## config.mk

```make
export PLATFORM = sky130hd
export DESIGN_NAME = voice_command_frame_receiver
export DESIGN_NICKNAME = d
export VERILOG_FILES = /design/src/hw/rtl/vcfr_pkg.sv /design/src/hw/rtl/vcfr_ram.sv /design/src/hw/rtl/voice_command_frame_receiver.sv
export SDC_FILE = /design/constraint.sdc
export NUM_CORES = 1
export LEC_CHECK = 0
export ABC_AREA = 1
export BUFFER_PORTS_ARGS = -buffer_cell sky130_fd_sc_hd__buf_2
export CAP_MARGIN = 20
export CORE_ASPECT_RATIO = 2
export CORE_UTILIZATION = 45
export CTS_CLUSTER_DIAMETER = 30
export DETAILED_ROUTE_END_ITERATION = 8
export MAX_ROUTING_LAYER = met4
export PLACE_DENSITY = 0.59
export SLEW_MARGIN = 20
export SYNTH_ARGS = -nofsm -noshare
export SYNTH_HDL_FRONTEND = slang
export SYNTH_SLANG_ARGS = --single-unit
```

## constraint.sdc

```tcl
create_clock -name clock -period 4.4 [get_ports clock]
set_input_delay 0.22 -clock clock [delete_from_list [all_inputs] [get_ports clock]]
set_output_delay 0.22 -clock clock [all_outputs]
set_load 0.05 [all_outputs]
```

## src/hw/rtl/vcfr_pkg.sv

```systemverilog
// Shared types and constants of the voice command frame receiver.
package vcfr_pkg;

   typedef enum logic [1:0] {
      KIND_BYTE  = 2'd0,
      KIND_CLEAR = 2'd1,
      KIND_READ  = 2'd2
   } kind_type;

   typedef enum logic {
      REG_COMMAND_MIN = 1'b0,
      REG_COMMAND_MAX = 1'b1
   } reg_index_type;

   localparam logic [7:0] START_A = 8'hAA;
   localparam logic [7:0] START_B = 8'h55;
   localparam logic [7:0] COMMAND_MIN_RESET = 8'h01;
   localparam logic [7:0] COMMAND_MAX_RESET = 8'h0E;
   localparam int MIN_FRAME = 5;

endpackage

```

## src/hw/rtl/vcfr_ram.sv

```systemverilog
// Generic single-port-write, single-port-read RAM with registered read data.
module vcfr_ram #(
   parameter int WIDTH = 8,
   parameter int DEPTH = 64
) (
   input  logic                     clock,
   input  logic                     wr_en,
   input  logic [$clog2(DEPTH)-1:0] wr_addr,
   input  logic [WIDTH-1:0]         wr_data,
   input  logic                     rd_en,
   input  logic [$clog2(DEPTH)-1:0] rd_addr,
   output logic [WIDTH-1:0]         rd_data
);

   logic [WIDTH-1:0] mem [DEPTH];

   always_ff @(posedge clock) begin
      if (wr_en) begin
         mem[wr_addr] <= wr_data;
      end
      if (rd_en) begin
         rd_data <= mem[rd_addr];
      end
   end

endmodule

```

## src/hw/rtl/voice_command_frame_receiver.sv

```systemverilog
// Top level of the voice command frame receiver.
//
//   Channel   Direction  Handshake                         Payload
//   req       in         req_valid / req_ready             kind, rx_byte, read_index
//   rsp       out        rsp_valid / rsp_ready             ready_res, byte_count,
//                                                          read_data, dropped
//   csr       in/out     psel, penable, pwrite, pready     paddr, pwdata, prdata
//
// One item is accepted per cycle while req_ready is high, then held in the stage register.
// State is updated at the acceptance edge, and the buffer read data is registered once
// in the RAM before it reaches the result register.
// Reset is synchronous; it clears the fill count, the ready flag, both pipeline valids
// and restores the command range registers. The buffer contents are not cleared.
// A stalled result holds the stage behind it, and req_ready drops only when both are full.
module voice_command_frame_receiver import vcfr_pkg::*; #(
   parameter int BUFFER_DEPTH = 64
) (
   input  logic        clock,
   input  logic        reset,
   input  logic        req_valid,
   output logic        req_ready,
   input  logic [1:0]  req_kind,
   input  logic [7:0]  req_rx_byte,
   input  logic [5:0]  req_read_index,
   output logic        rsp_valid,
   input  logic        rsp_ready,
   output logic        rsp_ready_res,
   output logic [6:0]  rsp_byte_count,
   output logic [7:0]  rsp_read_data,
   output logic        rsp_dropped,
   input  logic        psel,
   input  logic        penable,
   input  logic        pwrite,
   input  logic [2:0]  paddr,
   input  logic [31:0] pwdata,
   output logic [31:0] prdata,
   output logic        pready
);

   localparam int ADDR_W = $clog2(BUFFER_DEPTH);
   localparam int COUNT_W = $clog2(BUFFER_DEPTH + 1);
   localparam logic [COUNT_W-1:0] FULL_COUNT = COUNT_W'(BUFFER_DEPTH);
   localparam logic [COUNT_W-1:0] CHECK_COUNT = COUNT_W'(MIN_FRAME - 1);

   typedef struct packed {
      logic       ready;
      logic [6:0] count;
      logic       read_hit;
      logic       from_first;
      logic [7:0] first;
      logic       dropped;
   } stage_type;

   logic [7:0]         command_min_ff;
   logic [7:0]         command_max_ff;
   logic [COUNT_W-1:0] fill_ff, fill_in;
   logic               ready_ff, ready_in;
   logic [7:0]         first_ff, first_in;
   logic [7:0]         second_ff, second_in;
   logic [7:0]         last_ff, last_in;
   logic               stage_valid_ff;
   stage_type          stage_ff, stage_in;
   logic               rsp_valid_ff;
   logic               rsp_ready_res_ff;
   logic [6:0]         rsp_byte_count_ff;
   logic [7:0]         rsp_read_data_ff;
   logic               rsp_dropped_ff;

   logic               accept;
   logic               advance;
   logic               take;
   logic               dropped;
   logic               read_hit;
   logic               wr_en;
   logic [7:0]         ram_q;
   logic               csr_write;
   reg_index_type      csr_index;

   function automatic logic is_command(input logic [7:0] b, input logic [7:0] lo,
                                       input logic [7:0] hi);
      return (b >= lo) && (b <= hi);
   endfunction

   assign advance = stage_valid_ff && (!rsp_valid_ff || rsp_ready);
   assign req_ready = !stage_valid_ff || advance;
   assign accept = req_valid && req_ready;
   assign read_hit = accept && (kind_type'(req_kind) == KIND_READ)
                     && (int'(req_read_index) < BUFFER_DEPTH);

   always_comb begin
      fill_in = fill_ff;
      ready_in = ready_ff;
      first_in = first_ff;
      second_in = second_ff;
      last_in = last_ff;
      wr_en = 1'b0;
      take = 1'b0;
      dropped = 1'b0;
      if (accept) begin
         unique case (kind_type'(req_kind))
            KIND_BYTE: begin
               if (ready_ff) begin
                  dropped = 1'b1;
               end else if (fill_ff == '0) begin
                  take = 1'b1;
               end else if (fill_ff == FULL_COUNT) begin
                  fill_in = '0;
               end else begin
                  wr_en = 1'b1;
                  last_in = req_rx_byte;
                  fill_in = fill_ff + COUNT_W'(1);
                  if (fill_ff == COUNT_W'(1)) begin
                     second_in = req_rx_byte;
                     if (first_ff == START_A && req_rx_byte != START_B) begin
                        take = 1'b1;
                     end
                  end
                  if (fill_ff >= CHECK_COUNT && first_ff == START_A && second_ff == START_B
                      && last_ff == START_B && req_rx_byte == START_A) begin
                     ready_in = 1'b1;
                  end
               end
            end
            KIND_CLEAR: begin
               ready_in = 1'b0;
               fill_in = '0;
            end
            default: begin
            end
         endcase
         if (take) begin
            fill_in = '0;
            if (req_rx_byte == START_A) begin
               first_in = req_rx_byte;
               last_in = req_rx_byte;
               fill_in = COUNT_W'(1);
            end else if (is_command(req_rx_byte, command_min_ff, command_max_ff)) begin
               first_in = req_rx_byte;
               last_in = req_rx_byte;
               fill_in = COUNT_W'(1);
               ready_in = 1'b1;
            end
         end
      end
   end

   always_comb begin
      stage_in.ready = ready_in;
      stage_in.count = 7'(fill_in);
      stage_in.read_hit = read_hit;
      stage_in.from_first = (req_read_index == '0);
      stage_in.first = first_ff;
      stage_in.dropped = dropped;
   end

   vcfr_ram #(
      .WIDTH(8),
      .DEPTH(BUFFER_DEPTH)
   ) u_store (
      .clock  (clock),
      .wr_en  (wr_en),
      .wr_addr(ADDR_W'(fill_ff)),
      .wr_data(req_rx_byte),
      .rd_en  (read_hit),
      .rd_addr(ADDR_W'(req_read_index)),
      .rd_data(ram_q)
   );

   assign csr_write = psel && penable && pwrite && pready;
   assign csr_index = reg_index_type'(paddr[2]);
   assign pready = 1'b1;

   always_comb begin
      unique case (csr_index)
         REG_COMMAND_MIN: prdata = {24'd0, command_min_ff};
         REG_COMMAND_MAX: prdata = {24'd0, command_max_ff};
         default:         prdata = '0;
      endcase
   end

   always_ff @(posedge clock) begin
      if (reset) begin
         command_min_ff <= COMMAND_MIN_RESET;
         command_max_ff <= COMMAND_MAX_RESET;
         fill_ff <= '0;
         ready_ff <= 1'b0;
         stage_valid_ff <= 1'b0;
         rsp_valid_ff <= 1'b0;
      end else begin
         if (csr_write) begin
            unique case (csr_index)
               REG_COMMAND_MIN: command_min_ff <= pwdata[7:0];
               REG_COMMAND_MAX: command_max_ff <= pwdata[7:0];
               default: begin
               end
            endcase
         end
         fill_ff <= fill_in;
         ready_ff <= ready_in;
         if (accept) begin
            stage_valid_ff <= 1'b1;
         end else if (advance) begin
            stage_valid_ff <= 1'b0;
         end
         if (advance) begin
            rsp_valid_ff <= 1'b1;
         end else if (rsp_ready) begin
            rsp_valid_ff <= 1'b0;
         end
      end
   end

   always_ff @(posedge clock) begin
      first_ff <= first_in;
      second_ff <= second_in;
      last_ff <= last_in;
      if (accept) begin
         stage_ff <= stage_in;
      end
      if (advance) begin
         rsp_ready_res_ff <= stage_ff.ready;
         rsp_byte_count_ff <= stage_ff.count;
         rsp_dropped_ff <= stage_ff.dropped;
         if (stage_ff.read_hit) begin
            rsp_read_data_ff <= stage_ff.from_first ? stage_ff.first : ram_q;
         end else begin
            rsp_read_data_ff <= '0;
         end
      end
   end

   assign rsp_valid = rsp_valid_ff;
   assign rsp_ready_res = rsp_ready_res_ff;
   assign rsp_byte_count = rsp_byte_count_ff;
   assign rsp_read_data = rsp_read_data_ff;
   assign rsp_dropped = rsp_dropped_ff;

endmodule

```

==> out/metrics.yaml, run 1 <==
timing:
  min_period_over_period_pct: 72.2
  rsz0062_at_grt: "no"
  clock_skew_ps: 23.9
  drv_slew: 0
  fin_tns_setup_ps: 0
  worst_slew_pin_slew_ps: 1000
  hold_violations: 0
  relSlewSlack_pct: 33.1
  fmax_mhz: 315
  finalCriticalPeriod_ps: 3180
  timing.hold.ws_ps: 32.6
  setup_viol: 0
  fin_ws_ps: 1220
job:
  cap_viol_max_count: 0
pwr:
  power.share.switching_pct: 23.8
  peakVddDrop_mv: 0.337
  power_frac_seq_pct: 53.2
  power_leakage_nw: 9.43
  p_total_mw: 12.0
  pwr-share-comb_pct: 6.8
  power.share.clock_pct: 40.0
  p_int_mw: 9.13
  p_sw_mw: 2.85
  power.density_nw_per_um2: 429
synthesis:
  avgSynthCellArea_um2: 12.1
  synthDistinctLibCells: 38
  ys_warn_count: 0
  synth_edf_count: 580
  syn_area_um2: 25100
  synthCells: 2084
  async_reset_ff_share_pct: 0
  ys.flop_type: "edfxtp_1"
  ys_seq_area_share_pct: 71.4
  ys_seq_elements: 606
clock_tree:
  cts_tree: "built"
  cts_setup_buffers: 0
  cts_sinks: 606
  cts_hold_buffers: 11
  cts_resized: 0
  max-clock-path-buffers: 3
  cts_max_level: 2
  cts_inserted_buffers: 56
  clkSlewWorstSetupHoldPaths_ps: 60
  cts_root_buf: "clkbuf_16"
  clkLatencyLatePin_ps: 620
global_routing:
  overflow: 0
  grt_use_met1_pct: 25.1
  grt_max_degree: 123
  grt_first_pass_wirelength_um: 99600
  grt_util_met3_pct: 2.41
  grt_pass1_vias: 16100
  grtUsageTotal_pct: 24.7
  top_usage_layer: "met2"
  antenna_found_initial: 3
  met2_usage_pct: 45.4
final_layout:
  fillers: 4849
  layout.nets: 2209
  drive_above_1_share_pct: 9.79
  top_regs: "u_store.mem (512), stage_ff (19)"
  layout.cells.non_filler: 2920
  mostFrequentLayoutCell: "edfxtp_1"
  largest_reg_flops: 512
  top_register: "u_store.mem"
  final_cell_mix: "580 x edfxtp_1, 413 x nor2_1, 249 x o21ai_0, 230 x nand2_1, 110 x nand3_1"
  synthToLayoutAreaGrowth_pct: 11.0
  utilization_pct: 50.5
  stdcell_area_um2: 27900
placed_design:
  place_area_um2: 26000
  dp_slack_ps: 1210
  dp.cells: 2807
  dpl.hpwl_um: 43600
  portBuffers: 58
  place_congestion: 0.901
floorplanning:
  die-area_um2: 56900
  core_area_um2: 55300
  rows: 122
  ios: 110
  initial_core_util_pct: 45.5
  dieWidth_um: 169
  chipHeight_um: 336
detailed_routing:
  postRouteAntennaNets: 0
  drt_iter0_markers: 1355
  via_count: 16300
  vias_per_cell: 5.57
  firstDrtPassIters: 5
  wl_per_cell_um: 23.0
  drc: 0
  wirelength_um: 67200
worst_setup_path:
  arrival_ps: 3400
  critPathKind: "flop to flop"
  critPathMaxFanout: 11
  endpoint_kind: "flop"
  cp-start-kind: "flop"
  worstPathRequired_ps: 4620
outcome:
  status: "completed"
min_path:
  hold_class: "input pin to flop"
power by group through the flow:
stage,Sequential (mW),Clock [mW],Combinational (mW)
2_1_floorplan,6.52,0,0.475
3_3_place_gp,6.49,0,0.796
3_5_place_dp,6.49,0,0.811
4_1_cts,6.36,4.85,0.821
5_1_grt,6.36,5.04,0.882
6_report,6.36,4.79,0.815
path summary, 6_finish.rpt:
path / start / to / slack [ps] / cells past startpoint
worst max-delay path: fill_ff[1]$_SDFF_PP0_ / u_store.mem[46][4]$_DFFE_PP_ / 1220 / 9
worst min-delay path: penable / command_min_ff[0]$_SDFFE_PP1P_ / 30 / 5
worst max register to register: fill_ff[1]$_SDFF_PP0_ / u_store.mem[46][4]$_DFFE_PP_ / 1220 / 9
worst min register to register: stage_ff[18]$_DFFE_PP_ / rsp_ready_res$_DFFE_PP_ / 430 / 0
layout make-up:
cell class	instances	area [um^2]	area share (%)
inverter	69	264	0.946
clock inverter	35	325	1.17
clock buffer	66	1460	5.23
timing repair buffer	103	764	2.74
sequential	606	17900	64.3
tap	744	931	3.33
antenna	1	2.50	0.00896
multi-input combinational	1296	6230	22.3
cells by family after synthesis:
group	share of synthesized area (%)
AOI/OAI and AO/OA	9.96
and+or+nand+nor	13.3
other	0.0299
adders and majority gates	0.946
buffers and inverters	4.24
xor gates and xnor gates	0.139
DFF	71.4
layer usage:
layer | vias to the layer above | share of wire, %
li1 | 7515 | -
met1 | 7963 | 34
met2 | 591 | 55
met3 | 184 | 4.8
met4 | 0 | 6.7
met5 | - | 0
critical path: stages (launching register included):
cell,delay (ps)
dfxtp_1,540
inv_1,230
ha_1,250
nand3_1,120
nand2_2,160
nor2_2,130
inv_2,120
nor2_8,160
nand2_2,260
nor2_1,790
synthesized netlist by cell type, types with 6 or more instances:
master    number  area [um^2]
o21ai_0      249         1250
a21oi_1       48          240
buf_2         36          180
o211ai_1      55          413
buf_4         53          398
dfxtp_1       26          521
o221ai_1       8         70.1
edfxtp_1     580        17400
nand4_1        9         56.3
nor2_2         6         37.5
nor2_1       415         1560
o22ai_1       50          313
inv_1         63          236
ha_1          19          238
o21ai_1       33          165
nand3_1      110          551
nand2_1      230          863
clkbuf_1      40          150
buf_6          7         78.8
nand2_2        9         56.3
Power figures use the tool's default switching activity.
==> run 2, diff against run 1 <==
clock period = 3.3 ns   (was 4.4 ns; I/O delays follow)
==> run 2 against run 1 <==
Net effect: via count increased by 0.21%; worst setup slack lost 840 ps; die area stayed put; sequential share of layout area shrank 1.7 points; sequential power grew 33%; highest routed layer unchanged; non-clock buffer count rose by 78; largest power group unchanged; count of clock-buffer cells in the layout shrank 6; critical path type unchanged; register-to-register slack worse by 840 ps; cell count increased by 2.7%.
==> out/metrics.yaml, run 2 (synthesis results as in run 1) <==
timing:
  relSlewSlack_pct: 40.1  # +7.0 points
  setup_viol: 0  # unchanged
  hold_violations: 0  # unchanged
  worst_slew_pin_slew_ps: 899  # -105 ps
  timing.hold.ws_ps: 34.4  # +1.71 ps
  rsz0062_at_grt: "no"
  clock_skew_ps: 21.9  # -2.04 ps
  fin_tns_setup_ps: 0  # unchanged
  drv_slew: 0  # unchanged
  finalCriticalPeriod_ps: 2910  # -262 ps
  fmax_mhz: 343  # +9.0%
  min_period_over_period_pct: 88.3  # +16 points
  fin_ws_ps: 386  # -838 ps
detailed_routing:
  vias_per_cell: 5.43  # -2.4%
  via_count: 16300  # +0.21%
  wirelength_um: 68900  # +2.6%
  drc: 0  # unchanged
  drt_iter0_markers: 1445  # +6.6%
  wl_per_cell_um: 23.0  # about the same
  firstDrtPassIters: 6  # +1
  postRouteAntennaNets: 0  # unchanged
final_layout:
  regArea_um2: 17900  # unchanged
  final_cell_mix: "580 x edfxtp_1, 413 x nor2_1, 249 x o21ai_0, 230 x nand2_1, 110 x nand3_1"
  fillers: 4796  # -1.1%
  stdcell_area_um2: 28700  # +2.7%
  drive_above_1_share_pct: 13.2  # +3.4 points
  layout.cells.non_filler: 2998  # +2.7%
  utilization_pct: 51.9  # +1.4 points
  largest_reg_flops: 512  # unchanged
  synthToLayoutAreaGrowth_pct: 14.0
  top_register: "u_store.mem"
  layout.nets: 2286  # +3.5%
  multiInputGateArea_um2: 6230  # about the same
  mostFrequentLayoutCell: "edfxtp_1"
  n_antenna_cell: 0  # -1
  top_regs: "u_store.mem (512), stage_ff (19)"
worst_setup_path:
  slowest_stage: "dfxtp_1"
  critPathKind: "flop to flop"
  endpoint_kind: "flop"
  critPathMaxFanout: 11  # unchanged
  cp-start-kind: "flop"
  arrival_ps: 3140  # -260 ps
  cp_slowest_stage_delay_ps: 560  # -230 ps
  worstPathRequired_ps: 3520  # -1100 ps
  worstPathCellList: "inv_1, ha_1, nand3_1, nand2_2, nor2_2, inv_2, nor2_8, nand3_4, nor2_1"
floorplanning:
  dieWidth_um: 169  # unchanged
  die-area_um2: 56900  # unchanged
  chipHeight_um: 336  # unchanged
  core_area_um2: 55300  # unchanged
  ios: 110  # unchanged
  rows: 122  # unchanged
  initial_core_util_pct: 45.5  # unchanged
pwr:
  power.density_nw_per_um2: 574  # +34%
  peakVddDrop_mv: 0.486  # +44%
  power_leakage_nw: 9.93  # +5.4%
  p_total_mw: 16.5  # +37%
clock_tree:
  cts_resized: 0  # unchanged
  cts_tree: "built"
  cts_setup_buffers: 0  # unchanged
  cts_max_level: 2  # unchanged
  clkSlewWorstSetupHoldPaths_ps: 70  # about the same
  cts_root_buf: "clkbuf_16"
  cts_inserted_buffers: 55  # -1.8%
  max-clock-path-buffers: 3  # unchanged
  clkLatencyLatePin_ps: 600  # -20 ps
  cts_sinks: 606  # unchanged
  cts_hold_buffers: 15  # +4
global_routing:
  grt_max_degree: 111  # -9.8%
  grt_pass1_vias: 16200  # +1.1%
  antenna_found_initial: 0  # -3
  overflow: 0  # unchanged
  grt_first_pass_wirelength_um: 101000  # +1.9%
  grtUsageTotal_pct: 25.3  # +0.61 points
placed_design:
  portBuffers: 58  # unchanged
  place_congestion: 0.919  # +2.0%
  dpl.hpwl_um: 45200  # +3.7%
  dp_slack_ps: 414  # -791 ps
  dp.cells: 2881  # +2.6%
  place_area_um2: 26600  # +2.1%
job:
  cap_viol_max_count: 0  # unchanged
outcome:
  status: "completed"
min_path:
  hold_class: "input pin to flop"
-- run 2: cell types whose count changed in the layout (fill, tap and decap cells not counted), sizes merged --
cell,previous run,this run
clkbuf,66,60
buf,92,166
inv,73,78
dlygate4sd3,11,15
diode,1,0
bufinv,3,8
clkinvlp,7,4
-- run 2: worst max-delay path: cells and delay by family (launching register included) --
family                   cells  cell delay, ps
adder cells (fa/ha/maj)      1             250
flip-flops                   1             560
buffers and inverters        2             360
AND/OR/NAND/NOR              6            1340
-- run 2: worst paths after layout --
kind                            cells after the start                      endpoint                   start  slack, ps
worst max-delay path                                9  u_store.mem[51][2]$_DFFE_PP_   fill_ff[1]$_SDFF_PP0_        390
worst min-delay path                                1  u_store.mem[36][4]$_DFFE_PP_          req_rx_byte[4]         30
worst max register to register                      9  u_store.mem[51][2]$_DFFE_PP_   fill_ff[1]$_SDFF_PP0_        390
worst min register to register                      0   rsp_byte_count[0]$_DFFE_PP_  stage_ff[11]$_DFFE_PP_        430
-- run 2: area by class of cell --
| cell class | count | area share [%] |
|---|---|---|
| Multi-Input combinational cell | 1296 | 21.7 |
| Timing Repair Buffer | 181 | 4.74 |
| Sequential cell | 606 | 62.6 |
| Inverter | 69 | 0.921 |
| Clock buffer | 60 | 5.01 |
| Tap cell | 744 | 3.25 |
| Clock inverter | 42 | 1.79 |
-- run 2: routing by layer --
| metal | GRT usage [%] | up-vias | routed length [um] |
|---|---|---|---|
| met3 | 2.67 | 175 | 2720 |
| met5 | - | - | 0 |
| met4 | 15.5 | 0 | 4670 |
| met1 | 25.4 | 7914 | 23800 |
| met2 | 46.5 | 527 | 37800 |
| li1 | - | 7671 | - |
-- run 2: report_power, final --
group / switching (mW) / internal (mW)
combinational: 0.847 / 0.273
clock: 3.00 / 3.86
sequential: 0.0216 / 8.46
